<file path="src/rtl/gcsw_pkg.sv">
// ----------------------------------------------------------------------------
// gcsw_pkg
// Types, constants and helpers shared by the sliding window gc content block.
// ----------------------------------------------------------------------------
`timescale 1ns / 1ps

package gcsw_pkg;

   localparam int CFG_W      = 13;
   localparam int BASE_W     = 8;
   localparam int POS_W      = 32;
   localparam int PCT_W      = 15;
   localparam int PROD_W     = CFG_W + PCT_W;
   localparam int DIV_STEPS  = PCT_W;
   localparam int DIV_CNT_W  = $clog2(DIV_STEPS + 1);
   localparam int WINDOW_MAX_DEFAULT = 4096;

   localparam logic [PCT_W-1:0]  PCT_SCALE          = PCT_W'(25600);
   localparam logic [CFG_W-1:0]  WINDOW_LENGTH_INIT = CFG_W'(1024);
   localparam logic [CFG_W-1:0]  STEP_LENGTH_INIT   = CFG_W'(1);

   localparam logic [BASE_W-1:0] CHAR_A = 8'h41;
   localparam logic [BASE_W-1:0] CHAR_C = 8'h43;
   localparam logic [BASE_W-1:0] CHAR_G = 8'h47;
   localparam logic [BASE_W-1:0] CHAR_T = 8'h54;

   typedef enum logic {
      CSR_WINDOW_LENGTH = 1'b0,
      CSR_STEP_LENGTH   = 1'b1
   } csr_index_type;

   typedef struct packed {
      logic unknown;
      logic gc;
   } base_flags_type;

   typedef enum logic [2:0] {
      ST_IDLE,
      ST_UPDATE,
      ST_START,
      ST_DIVIDE,
      ST_OUTPUT
   } state_type;

   typedef struct packed {
      logic accept;
      logic update;
      logic div_start;
      logic load_out;
   } dp_cmd_type;

   typedef struct packed {
      logic emit;
      logic div_done;
   } dp_status_type;

   function automatic base_flags_type classify(input logic [BASE_W-1:0] code);
      base_flags_type f;
      f.gc      = (code == CHAR_G) || (code == CHAR_C);
      f.unknown = !((code == CHAR_G) || (code == CHAR_C) ||
                    (code == CHAR_A) || (code == CHAR_T));
      return f;
   endfunction

endpackage

</file>
<file path="src/rtl/gcsw_div.sv">
// ----------------------------------------------------------------------------
// gcsw_div
// Restoring divider for the gc percentage, one quotient bit per cycle.
// ----------------------------------------------------------------------------
`timescale 1ns / 1ps

module gcsw_div (
   input  logic                        clock,
   input  logic                        reset,
   input  logic                        start,
   input  logic [gcsw_pkg::CFG_W-1:0]  gc_value,
   input  logic [gcsw_pkg::CFG_W-1:0]  divisor,
   output logic                        done,
   output logic [gcsw_pkg::PCT_W-1:0]  quotient
);
   import gcsw_pkg::*;

   logic                 busy_ff, busy_in;
   logic [DIV_CNT_W-1:0] cnt_ff, cnt_in;
   logic [CFG_W-1:0]     rem_ff, rem_in;
   logic [PCT_W-1:0]     low_ff, low_in;
   logic [CFG_W-1:0]     div_ff, div_in;
   logic                 zero_ff, zero_in;
   logic [PROD_W-1:0]    product;
   logic [CFG_W+1:0]     trial;

   assign product = PROD_W'(gc_value) * PROD_W'(PCT_SCALE);
   assign trial   = {1'b0, rem_ff, low_ff[PCT_W-1]} - {2'b00, div_ff};

   always_comb begin
      busy_in = busy_ff;
      cnt_in  = cnt_ff;
      rem_in  = rem_ff;
      low_in  = low_ff;
      div_in  = div_ff;
      zero_in = zero_ff;
      if (start) begin
         // quotient stays below 2^15, so the top bits already sit under the divisor
         busy_in = 1'b1;
         cnt_in  = DIV_CNT_W'(DIV_STEPS);
         rem_in  = product[PROD_W-1:PCT_W];
         low_in  = product[PCT_W-1:0];
         div_in  = divisor;
         zero_in = (divisor == '0);
      end else if (busy_ff) begin
         if (!trial[CFG_W+1]) begin
            rem_in = trial[CFG_W-1:0];
            low_in = {low_ff[PCT_W-2:0], 1'b1};
         end else begin
            rem_in = {rem_ff[CFG_W-2:0], low_ff[PCT_W-1]};
            low_in = {low_ff[PCT_W-2:0], 1'b0};
         end
         cnt_in = cnt_ff - DIV_CNT_W'(1);
         if (cnt_ff == DIV_CNT_W'(1)) begin
            busy_in = 1'b0;
         end
      end
   end

   always_ff @(posedge clock) begin
      if (reset) begin
         busy_ff <= 1'b0;
         cnt_ff  <= '0;
      end else begin
         busy_ff <= busy_in;
         cnt_ff  <= cnt_in;
      end
      rem_ff  <= rem_in;
      low_ff  <= low_in;
      div_ff  <= div_in;
      zero_ff <= zero_in;
   end

   assign done     = !busy_ff;
   assign quotient = zero_ff ? '0 : low_ff;

endmodule

</file>
<file path="config.mk">
export PLATFORM = sky130hd
export DESIGN_NAME = gcsw_div
export DESIGN_NICKNAME = d
export VERILOG_FILES = /design/src/rtl/gcsw_pkg.sv /design/src/rtl/gcsw_div.sv
export SDC_FILE = /design/constraint.sdc
export NUM_CORES = 1
export LEC_CHECK = 0
export ABC_AREA = 1
export BUFFER_PORTS_ARGS = -buffer_cell sky130_fd_sc_hd__buf_2
export CAP_MARGIN = 0
export CORE_MARGIN = 4
export CORE_UTILIZATION = 45
export CTS_BUF_LIST = sky130_fd_sc_hd__clkbuf_4
export CTS_CLUSTER_SIZE = 30
export DETAILED_ROUTE_END_ITERATION = 10
export PLACE_DENSITY_LB_ADDON = 0.08
export SYNTH_ARGS = -nofsm -noshare
export SYNTH_HDL_FRONTEND = slang
export SYNTH_SLANG_ARGS = --single-unit
</file>
<file path="constraint.sdc">
create_clock -name clock -period 3.1 [get_ports clock]
set_input_delay 0.155 -clock clock [delete_from_list [all_inputs] [get_ports clock]]
set_output_delay 0.155 -clock clock [all_outputs]
set_load 0.005 [all_outputs]
</file>
* Yosys cells after proc, flatten, opt, wreduce, memory -nomap -nowiden *
Index checks and enable logic that the tools add are counted.

word-level totals
  flip-flop bits (word level) = 47
  input bits = 29
  output and inout bits = 16
  logic and storage cells = 26

operators by class
  add/sub/neg operators = 2
  multiply operators = 1
  eq/ne operators = 1
  muxes and demuxes = 12
  reduce and logical (&&, ||, !) cells = 3

operator list
  kind                     count
  $mux W15                 3
  $mux W13                 3
  $mul A13 B5 Y18 const B  1
  $sub A14 B13 Y15         1
  $logic_not A13 Y1        1
  $mux W4                  2
  $eq A4 B1 Y1 const B     1
  $mux W1                  4
  $sub A4 B1 Y4 const B    1
  $reduce_bool A2 Y1       1
  $logic_not A1 Y1         1

* Longest topological paths before layout *
  word-level depth = 4
  mapped depth = 16
  gate-level depth less buffers = 16

* Worst setup path before layout *
OpenSTA, ideal clock, no wires.

  kind = input to register
  from = in gc_value[3] in the netlist's numbering
  to = reg rem_ff[3], data pin
  setup time = 259 ps
  data arrival time = 2236 ps
  path slack = 605 ps
  stages on the path = 11
  buffers on the path = 0
  cell sequence = ha_1 ha_1 inv_1 fa_1 inv_1 ha_1 a21oi_1 nand2_1 o21ai_0 a21oi_1 o21bai_2

on the way
  word-level cells in the longest chain between the ends = 2

RTL lines
  element               RTL line        text
  from (decl)           gcsw_div.sv:11  input logic [gcsw_pkg::CFG_W-1:0] gc_value,
  $mul A13 B5 Y18       gcsw_div.sv:27  assign product = PROD_W'(gc_value) * PROD_W'(PCT_SCALE);
  $mux W13              gcsw_div.sv:37  if (start) begin
  via rem_in[3]         gcsw_div.sv:20  logic [CFG_W-1:0] rem_ff, rem_in;
  to (signal assigned)  gcsw_div.sv:68  rem_ff <= rem_in;
  to (decl)             gcsw_div.sv:20

The timed path passes the listed nets, and every way through them passes these cells.
A chain may end at the register's enable or synchronous reset.

* Worst setup path in the final report *
  from = in gc_value[3] in the netlist's numbering
  to = reg rem_ff[7], data pin

The elaborated chain is that of the path after synthesis.

==> metrics.md <==
| Metric | Value |
|---|---|
| Status | completed |
| Setup crit end | rem_ff[7]$_DFFE_PP_ |
| Mapped Cells | 580 |
| Post-DP HPWL | 7560 µm |
| HP Class | in2reg |
| Max Slew Vio Count | 0 |
| H-tree lvl count | 2 |
| Total gr overflow | 0 |
| Longest Clk Path Bufs | 2 |
| Core Util, Final | 0.523 |
| Post-synth EDFFs | 32 |
| Net count after synthesis | 677 |
| Post-CTS sizing | 0 |
| Crit path DAT | 2600 ps |
| Clock transition at the registers of the reported paths | 170 ps |
| Initial Util | 0.464 |
| All-layer global routing usage | 0.173 |
| Global placement routability congestion | 0.843 |
| Register-to-register setup slack | 800 ps |
| Leak | 2.65 nW |
| First-pass GRT wire length | 16000 µm |
| FMAX | 410 MHz |
| Fillers | 965 |
| 1st-pass router iterations | 5 |
| Critical Path Sink Type | register |
| Final setup viols | 0 |
| Wire per inst | 12.1 µm |
| IO Count | 45 |
| RR Endpoint | rem_ff[9]$_DFFE_PP_ |
| Synth cell types | 37 |
| Slew @ Worst Pin | 549 ps |
| Routed vias/inst | 4.87 |
| Synth top area share | 0.223 |
| Area Overhead vs Synth | 12.7% |
| Hold Vio Cnt, Final | 0 |
| Ys async rst share | 0 |
| Reg-to-reg startpoint | low_ff[14]$_DFFE_PP_ |
| Clock Skew | 20.5 ps |
| Top cells by area, synth | edfxtp_1 22%, ha_1 17%, nand2_1 12%, inv_1 11%, dfxtp_1 7.0% |
| Tmin final | 2440 ps |
| Synth warn | 0 |
| DRC violations left | 0 |
| Syn Area/Cell | 7.43 µm² |
| Row cnt | 35 |
| Most common cell after layout, fill and taps aside | nand2_1 |
| Vias in the first global route | 3576 |
| Worst Path Required | 3260 ps |
| Worst R2R Path Depth | 11 |
| Max Cap Viol | 0 |
| 1st-iter DRT viols | 167 |
| RSZ-0062 raised after global routing | false |
| Critical path class | in2reg |
| IO buf count | 44 |
| Synth Cell Area | 4310 µm² |
| Most frequent cells in the layout | 142 x nand2_1, 129 x inv_1, 59 x ha_1 |
| Synth Flop Type | edfxtp_1 |
| TritonCTS buffer count | 5 |
| Largest net degree at the start of global routing | 31 |
| Total power | 2.85 mW |
| Critical Path Start Type | input pin |
| Total die area | 11200 µm² |
| Routed WL | 9350 µm |
| Clk sinks | 47 |
| Crit. Startpoint | gc_value[3] |
| Setup_tns | 0 ps |
| Register area share after synthesis | 0.293 |
| Power per cell area | 588 nW/µm² |
| Core ar. | 9280 µm² |
| TritonCTS clock tree | built |
| Die Height | 106 µm |
| Share of layout cells above drive strength 1 | 0.126 |
| Via Count | 3750 |
| Max_slew headroom | 0.634 |
| Setup Buffers After CTS | 0 |
| Ant. Diodes | 0 |
| ANT nets after route | 0 |
| Clk Latency, worst-skew pair | 380 ps |
| #FFs+latches synth | 47 |
| # nets final | 737 |
| Die X | 106 µm |
| Hold buffer count at CTS | 14 |
| CP max FO | 6 |
| Clk root buf | clkbuf_4 |
| Final Cycle Share | 0.786 |
| Antenna violations before repair | 0 |
| Synth area leader | edfxtp_1 |
| Worst vdd ir | 286 µV |
==> through the flow <==
step	instances	instance area, µm²	hold WS [ps]	setup slack [ps]
2_1_floorplan	580	4310	224	605
3_3_place_gp	748	4650	346	262
3_5_place_dp	748	4650	349	228
4_1_cts	770	4860	88.1	649
5_1_grt	770	4860	87.5	466
6_report	770	4860	93.6	663
==> final cells by class <==
type,count,area (µm²),share of cell area
multi-input combinational,393,2490,0.514
timing repair buffer,60,375,0.0773
clock buffer,5,37.5,0.00773
inverter,133,499,0.103
clock inverter,3,27.5,0.00567
sequential,47,1260,0.260
tap,129,161,0.0332
==> worst max-delay path, stage by stage <==
cell and delay, ps:
buf_2 120, ha_1 290, ha_1 280, inv_1 50, fa_1 490, inv_1 40
ha_1 360, a21oi_1 190, nand2_1 160, nand2_1 90, nand3_1 70, o21ai_0 230
nand2_1 80
==> cells in the mapped netlist (4+ instances only) <==
cell	number
a21oi_1	14
dfxtp_1	15
edfxtp_1	32
fa_1	9
ha_1	59
inv_1	129
nand2_1	142
nand2_2	8
nand3_1	44
nand3_2	4
nand3b_1	6
nand4_1	7
nor2_1	42
nor2_2	4
o21ai_0	16
o22ai_1	9
xnor2_1	4
xor2_1	5
==> worst min-delay path by stage <==
stage,from,end,slack (ps),cells after the start
4_1_cts,gc_value[2],low_ff[12]$_DFFE_PP_,90,3
6_report,gc_value[2],low_ff[12]$_DFFE_PP_,90,3
2_1_floorplan,reset,cnt_ff[3]$_SDFFE_PP0P_,220,1
3_3_place_gp,divisor[3],div_ff[3]$_DFFE_PP_,350,1
3_5_place_dp,divisor[12],div_ff[12]$_DFFE_PP_,350,1
5_1_grt,gc_value[0],low_ff[10]$_DFFE_PP_,90,3
==> kinds of logic (layout without fill, tap and decap cells) <==
family,Yosys count,after routing,share of synthesized area
AOI/OAI and AO/OA,47,47,0.0659
buffers and inverters,140,201,0.129
adders and majority gates,68,68,0.213
and+or+nand+nor,269,269,0.282
xor gates and xnor gates,9,9,0.0183
DFF,47,47,0.293
==> flip-flops by register name (all words and copies together) (netlist names) <==
register / count
low_ff: 15
cnt_ff: 4
busy_ff: 1
rem_ff: 13
div_ff: 13
zero_ff: 1
==> routing by layer <==
layer  share of wire  vias to the layer above  track usage
met1            0.47                     1688        0.231
li1                -                     1966            -
met2            0.48                       83        0.298
met4           0.013                        0       0.0352
met3           0.047                       13       0.0239
met5               0                        -            0
==> where the power goes <==
| part | leakage (nW) | internal (mW) | switching, mW |
|---|---|---|---|
| Clock | 0.0337 | 0.0973 | 0.235 |
| Sequential | 0.444 | 0.811 | 0.0691 |
| Combinational | 2.17 | 0.617 | 1.03 |
Note: power is estimated with default switching activity, not from simulation.
