===== src/rtl/gcsw_pkg.sv =====
// ----------------------------------------------------------------------------
// gcsw_pkg
// Types, constants and helpers shared by the sliding window gc content block.
// ----------------------------------------------------------------------------
`timescale 1ns / 1ps

package gcsw_pkg;

   localparam int CFG_W      = 13;
   localparam int BASE_W     = 8;
   localparam int POS_W      = 32;
   localparam int PCT_W      = 15;
   localparam int PROD_W     = CFG_W + PCT_W;
   localparam int DIV_STEPS  = PCT_W;
   localparam int DIV_CNT_W  = $clog2(DIV_STEPS + 1);
   localparam int WINDOW_MAX_DEFAULT = 4096;

   localparam logic [PCT_W-1:0]  PCT_SCALE          = PCT_W'(25600);
   localparam logic [CFG_W-1:0]  WINDOW_LENGTH_INIT = CFG_W'(1024);
   localparam logic [CFG_W-1:0]  STEP_LENGTH_INIT   = CFG_W'(1);

   localparam logic [BASE_W-1:0] CHAR_A = 8'h41;
   localparam logic [BASE_W-1:0] CHAR_C = 8'h43;
   localparam logic [BASE_W-1:0] CHAR_G = 8'h47;
   localparam logic [BASE_W-1:0] CHAR_T = 8'h54;

   typedef enum logic {
      CSR_WINDOW_LENGTH = 1'b0,
      CSR_STEP_LENGTH   = 1'b1
   } csr_index_type;

   typedef struct packed {
      logic unknown;
      logic gc;
   } base_flags_type;

   typedef enum logic [2:0] {
      ST_IDLE,
      ST_UPDATE,
      ST_START,
      ST_DIVIDE,
      ST_OUTPUT
   } state_type;

   typedef struct packed {
      logic accept;
      logic update;
      logic div_start;
      logic load_out;
   } dp_cmd_type;

   typedef struct packed {
      logic emit;
      logic div_done;
   } dp_status_type;

   function automatic base_flags_type classify(input logic [BASE_W-1:0] code);
      base_flags_type f;
      f.gc      = (code == CHAR_G) || (code == CHAR_C);
      f.unknown = !((code == CHAR_G) || (code == CHAR_C) ||
                    (code == CHAR_A) || (code == CHAR_T));
      return f;
   endfunction

endpackage


===== src/rtl/gcsw_ctrl.sv =====
// ----------------------------------------------------------------------------
// gcsw_ctrl
// Sequencer for accept, ring update, division and result transfer.
// ----------------------------------------------------------------------------
`timescale 1ns / 1ps

module gcsw_ctrl (
   input  logic                     clock,
   input  logic                     reset,
   input  logic                     req_valid,
   output logic                     req_stall,
   output logic                     rsp_valid,
   input  logic                     rsp_stall,
   output gcsw_pkg::dp_cmd_type     cmd,
   input  gcsw_pkg::dp_status_type  status
);
   import gcsw_pkg::*;

   state_type state_ff, state_in;
   logic      rsp_valid_ff, rsp_valid_in;

   always_ff @(posedge clock) begin
      if (reset) begin
         state_ff     <= ST_IDLE;
         rsp_valid_ff <= 1'b0;
      end else begin
         state_ff     <= state_in;
         rsp_valid_ff <= rsp_valid_in;
      end
   end

   always_comb begin
      state_in     = state_ff;
      cmd          = '0;
      req_stall    = 1'b1;
      rsp_valid_in = rsp_valid_ff && rsp_stall;
      unique case (state_ff)
         ST_IDLE: begin
            req_stall = 1'b0;
            if (req_valid) begin
               cmd.accept = 1'b1;
               state_in   = ST_UPDATE;
            end
         end
         ST_UPDATE: begin
            cmd.update = 1'b1;
            state_in   = status.emit ? ST_START : ST_IDLE;
         end
         ST_START: begin
            cmd.div_start = 1'b1;
            state_in      = ST_DIVIDE;
         end
         ST_DIVIDE: begin
            if (status.div_done) begin
               state_in = ST_OUTPUT;
            end
         end
         ST_OUTPUT: begin
            // previous result must have gone before the register is reloaded
            if (!rsp_valid_ff || !rsp_stall) begin
               cmd.load_out = 1'b1;
               rsp_valid_in = 1'b1;
               state_in     = ST_IDLE;
            end
         end
         default: state_in = ST_IDLE;
      endcase
   end

   assign rsp_valid = rsp_valid_ff;

endmodule


===== config.mk =====
export PLATFORM = sky130hd
export DESIGN_NAME = gcsw_ctrl
export DESIGN_NICKNAME = d
export VERILOG_FILES = /design/src/rtl/gcsw_pkg.sv /design/src/rtl/gcsw_ctrl.sv
export SDC_FILE = /design/constraint.sdc
export NUM_CORES = 1
export LEC_CHECK = 0
export ABC_CLOCK_PERIOD_IN_PS = 1900
export BUFFER_PORTS_ARGS = -buffer_cell sky130_fd_sc_hd__buf_4
export CORE_AREA = 2 2 39 41
export CTS_CLUSTER_SIZE = 40
export DETAILED_ROUTE_END_ITERATION = 16
export DIE_AREA = 0 0 41 43
export PLACE_DENSITY = 0.39
export SLEW_MARGIN = 20
export SYNTH_ARGS = -nofsm -noshare
export SYNTH_HDL_FRONTEND = slang
export SYNTH_SLANG_ARGS = --single-unit
export TNS_END_PERCENT = 30

===== constraint.sdc =====
create_clock -name clock -period 1.9 [get_ports clock]
set_clock_uncertainty 0.15 [all_clocks]
set_input_delay 0.475 -clock clock [delete_from_list [all_inputs] [get_ports clock]]
set_output_delay 0.475 -clock clock [all_outputs]
set_load 0.02 [all_outputs]

# After elaboration in Yosys (flattened, before gate mapping)
# Index checks and enable logic that the tools add are counted.
# Widths: inputs -> output; s select.
[op_classes]
n_reduce_logical = 6
n_eq_ne = 7
n_mux = 14
[ops]
columns = ["operator", "count"]
rows = [
  ["$pmux 3 s5", 1],
  ["$mux 1", 9],
  ["$mux 3", 3],
  ["$eq 3x2->1 const B", 2],
  ["$ne 2x2->1 const B", 3],
  ["$eq 3x1->1 const B", 1],
  ["$eq 3x3->1 const B", 1],
  ["$logic_not 3->1", 1],
  ["$reduce_and 3->1", 1],
  ["$logic_not 1->1", 2],
  ["$mux 2", 1],
  ["$logic_and 1x1->1", 1],
  ["$logic_or 1x1->1", 1],
]
[word_totals]
ff_bits = 4
word_cells = 29
inputBits = 6

# Depth between registers and ports, before layout
# Gate-level depths: netlist of the first run.
[depth]
word_depth = 4
mapped_depth = 2
ltp_nobuf = 2

# Least setup slack after synthesis of the first run
# OpenSTA, ideal clock, no wires.
[synth_timing]
kind = "register to output"
startpoint = "register state_ff[2]"
endpoint = "output cmd[0] (netlist name)"
setup_slack_ns = 0.119
path_stages_with_launch = 3
path_buffers = 0
arrival_time_ns = 1.156
required_time_ns = 1.275
path_cell_list = "dfxtp_1 > or3b_4 > a21oi_1"
[synth_lines]
columns = ["element", "line_no", "rtl"]
rows = [
  ["from (decl)", "gcsw_ctrl.sv:19", "state_type state_ff, state_in;"],
  ["from (signal assigned)", "gcsw_ctrl.sv:27", "state_ff <= state_in;"],
  ["to (decl)", "gcsw_ctrl.sv:14", "output gcsw_pkg::dp_cmd_type cmd,"],
]

==> flow_summary.toml, run 1 <==
[sta]
setup_viol = 0
finalHoldViolations = 0
max_freq_mhz = 536.0
fin_tns_setup_ps = 0
whs_ps = 280.1
rsz0062_at_grt = "yes"
drv_slew = 0
relSlewSlack_pct = 87.42
period_share_pct = 98.20
tightest_slew_ps = 188.3
fin_crit_ps = 1866
worst_slack_ps = 34.28

[synthesis]
synth_area_leaders = "dfxtp_1 41%, a211oi_1 7.6%, nand3b_1 7.6%"
yosys_warnings = 0
ys_types = 14
avgSynthCellArea_um2 = 9.822
synth_area_leader_cell = "dfxtp_1"
ys_ff_latch = 4
synth_cells = 20
syn_nets = 26
ys_seq_area_share_pct = 40.76
syn_area_um2 = 196.4
yosysTopAreaCellShare_pct = 40.76

[floorplan]
row_count = 14
ios = 12
die_w_um = 41
core-area_um2 = 1384
die_y_um = 43
initial_core_util_pct = 14.20
die-area_um2 = 1763

[cts]
cts_max_level = 1
tritoncts = "done"
clk_pin_slew_ps = 40
clock-sinks = 4
clock-root-buffer = "clkbuf_4"
hold_buffers = 0
clock_latency_ps = 230
cts_buffers = 3
max-clock-path-buffers = 2

[finish]
final_common_cell = "buf_4"
fill_cells = 169
area_growth_pct = 79.62
drive_gt1_share_pct = 59.46
post-route-util_pct = 25.50
mostFrequentLayoutCells = "14 x buf_4, 3 x clkbuf_4"
antennaDiodeCount = 0
fin_nets = 45

[critical_path]
cp-start-kind = "register"
rr_startpoint = "state_ff[0]"
worst-path-max-fanout = 3
rr_worst_depth = 2
critPathRequiredTime_ps = 1270
critPathKind = "reg2out"
worst_ep_arrival_time_ps = 1240
r2r_end = "rsp_valid"
cp-end-kind = "output port"
reg2reg_slack_ps = 800

[grt]
grt_pass1_vias = 218
grt_pass1_wl_um = 910
use_met1_pct = 11.00
grtUsageMet3_pct = 3.141
grt_start_max_net_pins = 9
antenna_found_initial = 0
overflow = 0
grt.busiest_layer = "met1"
met2_usage_pct = 9.063
grt_use_total_pct = 7.847

[min_path]
worstHoldStart = "reset"
hold_path_class = "in2reg"
holdPathEnd = "rsp_valid"
holdPathStages = 2

[power_and_ir_drop]
ir_drop_uv = 246.8
p_leak_nw = 0.1511
power_density_nw_per_um2 = 699.2
design_power_total_uw = 246.7

[routing]
vias_per_cell = 4.377
totalWireLength_um = 548
ant_nets = 0
drtPass1Iterations = 2
dr_total_vias = 232
wl_per_cell_um = 10.34
drc = 0
drtIter0Drc = 2

[status]
run_status = "complete, no violations"

[placed_design]
io_buffer_count = 11
place_ws_ps = 221.8
place.gp.congestion = 0.6450
dp_hpwl_um = 388.2

[run]
maxCapViolations = 0
through the flow:
step                      instances  area (µm²)
after floorplan                  20       196.4
after CTS                        51       335.3
after global placement           48       306.5
after detailed placement         48       306.5
after global routing             53       352.8
final                            53       352.8
sequential cells by signal (all words and copies together) (netlist names):
signal,cells
rsp_valid,1
state_ff,3
logic make-up (layout without fill, tap and decap cells):
logic type / count (synthesis) / after routing / synth area share, %
buffers and inverters: 0 / 17 / 0
and+or+nand+nor: 10 / 10 / 36.30
DFF: 4 / 4 / 40.77
AOI/OAI and AO/OA: 6 / 6 / 22.93
cell type report:
| cell class | count | area (µm²) | share of cell area (%) |
|---|---|---|---|
| multi-input combinational | 16 | 120.1 | 34.04 |
| timing repair buffer | 14 | 105.1 | 29.79 |
| sequential | 4 | 85.08 | 24.11 |
| clock buffer | 3 | 22.52 | 6.383 |
| tap | 16 | 20.02 | 5.674 |
synth_stat cells:
| cell | number |
|---|---|
| nand2_1 | 1 |
| a21oi_1 | 1 |
| a211oi_1 | 2 |
| nor3b_1 | 2 |
| a21bo_1 | 1 |
| or3b_4 | 1 |
| a21oi_2 | 1 |
| nor3_1 | 1 |
| nand2b_1 | 1 |
| nand3b_1 | 2 |
| or3_1 | 1 |
| nand4b_1 | 1 |
| o22ai_1 | 1 |
| dfxtp_1 | 4 |
layer usage:
metal  up-vias  part of all wire [%]
li1        114                     -
met5         -                     0
met1       106                    49
met2        12                    40
met4         0                     0
met3         0                    11
worst max path at each step:
| stage | to | cells after the start | startpoint | slack, ps |
|---|---|---|---|---|
| after global placement | cmd[0] | 3 | state_ff[1] | 230 |
| after detailed placement | cmd[0] | 3 | state_ff[1] | 220 |
| after CTS | cmd[0] | 3 | state_ff[1] | 10 |
| after floorplan | cmd[0] | 2 | state_ff[2] | 120 |
| after global routing | cmd[0] | 3 | state_ff[0] | -10 |
| final | cmd[0] | 3 | state_ff[0] | 30 |
worst max-delay path, stage by stage (launching register included):
cell and delay, ps:
dfxtp_4 340, or3b_4 410, a21oi_2 110, buf_4 150
repair_timing:
item,in CTS,in global routing
endpoints found under the setup margin,1,1
buffers inserted,0,2
gates resized for setup,3,1
cloned,0,0
pin swaps,0,1
power by group:
group | total (mW) | internal [mW] | switching, mW | leakage [nW]
clock network | 0.106 | 0.0707 | 0.0349 | 0.0138
registers | 0.0914 | 0.0876 | 0.00378 | 0.0336
logic | 0.0498 | 0.0268 | 0.0230 | 0.104
total | 0.247 | 0.185 | 0.0616 | 0.151
Note: power is estimated with default switching activity, not from simulation.
==> run 2, diff against run 1 <==
PLACE_DENSITY = 0.32   (was 0.39)
==> run 2 against run 1 <==
Against the previous run:
- register-to-register slack worse by 130 ps
- power decreased by 3.1%
- wire length up 10%
- die area unchanged
- sequential share of layout area down 0.29 points
- final area decreased by 1.8%
- non-clock buffer count down 1
- critical path depth did not move
- maximum frequency fell by 0.96%
- global-route usage grew 0.077 points
- worst setup slack got worse by 18 ps
- hold slack gained 5.5 ps
==> flow_summary.toml, run 2 (synthesized netlist as in run 1, its figures left out) <==
[routing]
wl_per_cell_um = 11.63
ant_nets = 0
drtPass1Iterations = 2
totalWireLength_um = 605
vias_per_cell = 4.385
dr_total_vias = 228
drtIter0Drc = 2
drc = 0

[cts]
cts_buffers = 3
cts_max_level = 1
clock_latency_ps = 230
tritoncts = "done"
clk_pin_slew_ps = 40
clock-sinks = 4
max-clock-path-buffers = 2
clock-root-buffer = "clkbuf_4"

[critical_path]
reg2reg_slack_ps = 670
cp_slowest_cell = "or3b_4"
r2r_end = "rsp_valid"
rr_worst_depth = 3
worst_ep_arrival_time_ps = 1260
crit_path_start = "state_ff[0]"
cp-start-kind = "register"
max_stage_delay_ps = 420
worst-path-max-fanout = 8
cp_num_cells = 3
rr_startpoint = "state_ff[0]"
critical_path_buf_inv_count = 1
crit_path_end = "cmd[0]"
critPathKind = "reg2out"
critPathRequiredTime_ps = 1270
cp-end-kind = "output port"
path_cells = "or3b_4, a21oi_2, buf_6"
cpLargestDelayFamily = "simple AND/OR/NAND/NOR gates"

[floorplan]
die_w_um = 41
ios = 12
die_y_um = 43
initial_core_util_pct = 14.20
row_count = 14
die-area_um2 = 1763
core-area_um2 = 1384

[finish]
area_growth_pct = 76.43
mostFrequentLayoutCells = "12 x buf_4, 3 x clkbuf_4"
postLayoutCellArea_um2 = 346.6
final_common_cell = "buf_4"
fin_nets = 44
drive_gt1_share_pct = 58.33
top_register = "state_ff"
largest_reg_flops = 3
fill_cells = 166
antennaDiodeCount = 0

[placed_design]
place_area_um2 = 306.5
place_ws_ps = 223.7
io_buffer_count = 11
place.gp.congestion = 0.7013

[grt]
grt_pass1_vias = 211
grt_pass1_wl_um = 876
grt_use_total_pct = 7.924
antenna_found_initial = 0
overflow = 0
grt_start_max_net_pins = 9

[power_and_ir_drop]
power_density_nw_per_um2 = 689.5
design_power_total_uw = 239.0
p_leak_nw = 0.1453
ir_drop_uv = 233.8

[status]
run_status = "complete, no violations"

[sta]
drv_slew = 0
fin_tns_setup_ps = 0
setup_viol = 0
finalHoldViolations = 0
tightest_slew_ps = 187.7
worst_slack_ps = 16.19
rsz0062_at_grt = "yes"
max_freq_mhz = 530.8
fin_crit_ps = 1884
period_share_pct = 99.15
relSlewSlack_pct = 87.41

[run]
maxCapViolations = 0

[min_path]
hold_path_class = "in2reg"
## run 2: cell count changes in the layout (fill, tap and decap cells not counted), sizes merged
cell | before | now
buf | 14 | 13
## run 2: worst min-delay path by stage
stage | start | endpoint | slack (ps) | depth (start not counted)
floorplan | state_ff[2] | state_ff[0] | 350 | 1
global placement | rsp_valid | rsp_valid | 330 | 2
detailed placement | rsp_valid | rsp_valid | 340 | 2
CTS | reset | rsp_valid | 270 | 2
global route | reset | rsp_valid | 280 | 2
finish | reset | rsp_valid | 290 | 2
## run 2: metrics by stage
| stage | hold WS (ps) | instances | util, % |
|---|---|---|---|
| floorplan | 347.6 | 20 | - |
| finish | 285.5 | 52 | 25.05 |
| global route | 276.1 | 52 | 25.05 |
| detailed placement | 340.8 | 48 | 22.15 |
| CTS | 273.3 | 51 | 23.96 |
| global placement | 326.8 | 48 | 22.15 |
## run 2: layer usage
metal  vias up  track usage, %  part of all wire, %
li1        110               -                    -
met1       106           11.22                   44
met2        10           8.125                   45
met3         2           1.571                  9.1
met4         0           10.00                  1.7
met5         -               0                    0
## run 2: area by class of cell
cell class / instances / area (µm²) / area share (%)
clock buffer: 3 / 22.52 / 6.498
multi-input combinational: 16 / 120.1 / 34.66
sequential: 4 / 82.58 / 23.83
tap: 16 / 20.02 / 5.776
timing repair buffer: 13 / 101.3 / 29.24
## run 2: what timing repair did
item	CTS	global route
hold buffers	0	0
pin swaps	0	1
endpoints found under the setup margin	1	1
cloned	0	0
gates resized for setup	2	2
buffers inserted	0	1
## run 2: power by group
| part | switching, mW | total [mW] | internal (mW) |
|---|---|---|---|
| Sequential | 0.00515 | 0.0934 | 0.0883 |
| Combinational | 0.0215 | 0.0447 | 0.0233 |
| Clock | 0.0305 | 0.101 | 0.0704 |
| Total | 0.0571 | 0.239 | 0.182 |
==> run 3, diff against run 2 <==
BUFFER_PORTS_ARGS = unset   (was -buffer_cell sky130_fd_sc_hd__buf_4)
DONT_BUFFER_PORTS = 1   (was unset)
PLACE_DENSITY = 0.3   (was 0.32)
SETUP_SLACK_MARGIN = 0.02   (was unset)
==> run 3 against run 2 <==
Against the previous run:
- power fell by 4.9%
- register-to-register slack gained 30 ps
- hold slack worse by 130 ps
- sequential share of layout area increased by 4.1 points
- critical path depth did not move
- flip-flop and latch count unchanged
- clock power hardly changed
- wire length shrank 15%
- combinational power is 18% lower
- cell count decreased by 9.6%
==> flow_summary.toml, run 3 (synthesized netlist as in run 1, its figures left out) <==
[status]
run_status = "complete, no violations"

[critical_path]
critPathRequiredTime_ps = 1270
worst-path-max-fanout = 2
worst_ep_arrival_time_ps = 1210
critical_path_buf_inv_count = 1
cpLargestDelayFamily = "simple AND/OR/NAND/NOR gates"
critPathKind = "reg2out"
rr_startpoint = "state_ff[0]"
cp-start-kind = "register"
cp_slowest_cell = "or3b_4"
rr_worst_depth = 3
r2r_end = "state_ff[2]"
cp-end-kind = "output port"
reg2reg_slack_ps = 700
max_stage_delay_ps = 390
path_cells = "or3b_4, a21oi_2, buf_6"

[placed_design]
place.gp.congestion = 0.5966
place_ws_ps = 186.9
place_inst = 41
io_buffer_count = 0

[routing]
dr_total_vias = 205
wl_per_cell_um = 10.91
ant_nets = 0
totalWireLength_um = 513
drtPass1Iterations = 1
vias_per_cell = 4.362
drtIter0Drc = 0
drc = 0

[cts]
clock_latency_ps = 230
max-clock-path-buffers = 2
clk_pin_slew_ps = 30
cts_buffers = 3
hold_buffers = 0
tritoncts = "done"
clock-root-buffer = "clkbuf_4"
cts_max_level = 1
clock-sinks = 4

[power_and_ir_drop]
p_clk_share_pct = 44.5
design_power_total_uw = 227.3
comb_power_share_pct = 16.1
power_frac_seq_pct = 39.4
swShare_pct = 23.26
p_leak_nw = 0.1218
ir_drop_uv = 240.9
switching_power_uw = 52.87
power_density_nw_per_um2 = 723.9
internal-power_uw = 174.5

[min_path]
holdPathEnd = "rsp_valid"
hold_path_class = "in2reg"
holdPathStages = 1
worstHoldStart = "reset"

[grt]
overflow = 0
grt_pass1_wl_um = 779
antenna_found_initial = 0
grt_pass1_vias = 190
grt_use_total_pct = 7.623
grt_start_max_net_pins = 9

[floorplan]
initial_core_util_pct = 14.20
ios = 12
die-area_um2 = 1763
die_w_um = 41
row_count = 14
die_y_um = 43
core-area_um2 = 1384

[sta]
relSlewSlack_pct = 79.21
period_share_pct = 96.81
drv_slew = 0
worst_slack_ps = 60.57
rsz0062_at_grt = "yes"
finalHoldViolations = 0
tightest_slew_ps = 311.4
fin_tns_setup_ps = 0
fin_crit_ps = 1839
setup_viol = 0
max_freq_mhz = 543.6

[finish]
fin_nets = 39
area_growth_pct = 59.87
final_common_cell = "buf_4"
antennaDiodeCount = 0
fill_cells = 156
mostFrequentLayoutCells = "7 x buf_4, 3 x clkbuf_4"
largest_reg_flops = 3
top_register = "state_ff"
drive_gt1_share_pct = 51.61
final_cells = 47

[run]
maxCapViolations = 0
-- run 3: cell types whose count changed in the layout (fill, tap and decap cells not counted) --
cell / previous run / this run
buf_4: 12 / 7
dfxtp_2: 2 / 0
dfxtp_4: 0 / 2
-- run 3: how the worst max path moves through the flow --
stage | start | to | slack, ps | depth (start not counted)
after global routing | state_ff[0] | cmd[0] | 2 | 3
after floorplan | state_ff[2] | cmd[0] | 120 | 2
after detailed placement | state_ff[1] | cmd[0] | 190 | 3
after CTS | state_ff[0] | cmd[0] | 40 | 3
after global placement | state_ff[1] | cmd[0] | 200 | 3
final | state_ff[0] | cmd[0] | 60 | 3
-- run 3: metal layers --
layer / up-vias / routed length, µm / share of wire (%) / global-route usage [%]
met4: 0 / 0 / 0 / 4.000
met3: 0 / 28 / 5.5 / 8.377
li1: 102 / - / - / -
met2: 8 / 251 / 49 / 9.375
met5: - / 0 / 0 / 0
met1: 95 / 233 / 45 / 7.692
-- run 3: timing repair --
action                                  in CTS  in global routing
gates resized for setup                      4                  2
endpoints found under the setup margin       1                  1
pin swaps                                    1                  0
buffers inserted                             2                  1
-- run 3: power by group through the flow --
| stage | Clock [mW] | Sequential, mW | Combinational [mW] |
|---|---|---|---|
| floorplan | 0 | 0.0927 | 0.0209 |
| global placement | 0 | 0.0947 | 0.0296 |
| detailed placement | 0 | 0.0944 | 0.0296 |
| CTS | 0.107 | 0.0913 | 0.0345 |
| global route | 0.117 | 0.0900 | 0.0389 |
| finish | 0.101 | 0.0896 | 0.0367 |
-- run 3: cell type report --
type | count | area [µm²] | share of cell area, %
clock buffers | 3 | 22.52 | 7.171
multi-input cells | 16 | 120.1 | 38.25
well taps | 16 | 20.02 | 6.375
repair buffers | 8 | 63.81 | 20.32
flip-flops and latches | 4 | 87.58 | 27.89
-- run 3: stage by stage --
step                      hold slack [ps]  util, %  area, µm²
after detailed placement            391.4    18.35      254.0
after floorplan                     347.6        -      196.4
after global placement              390.0    18.35      254.0
final                               152.2    22.69      314.1
after CTS                           142.3    21.70      300.3
after global routing                129.7    22.69      314.1
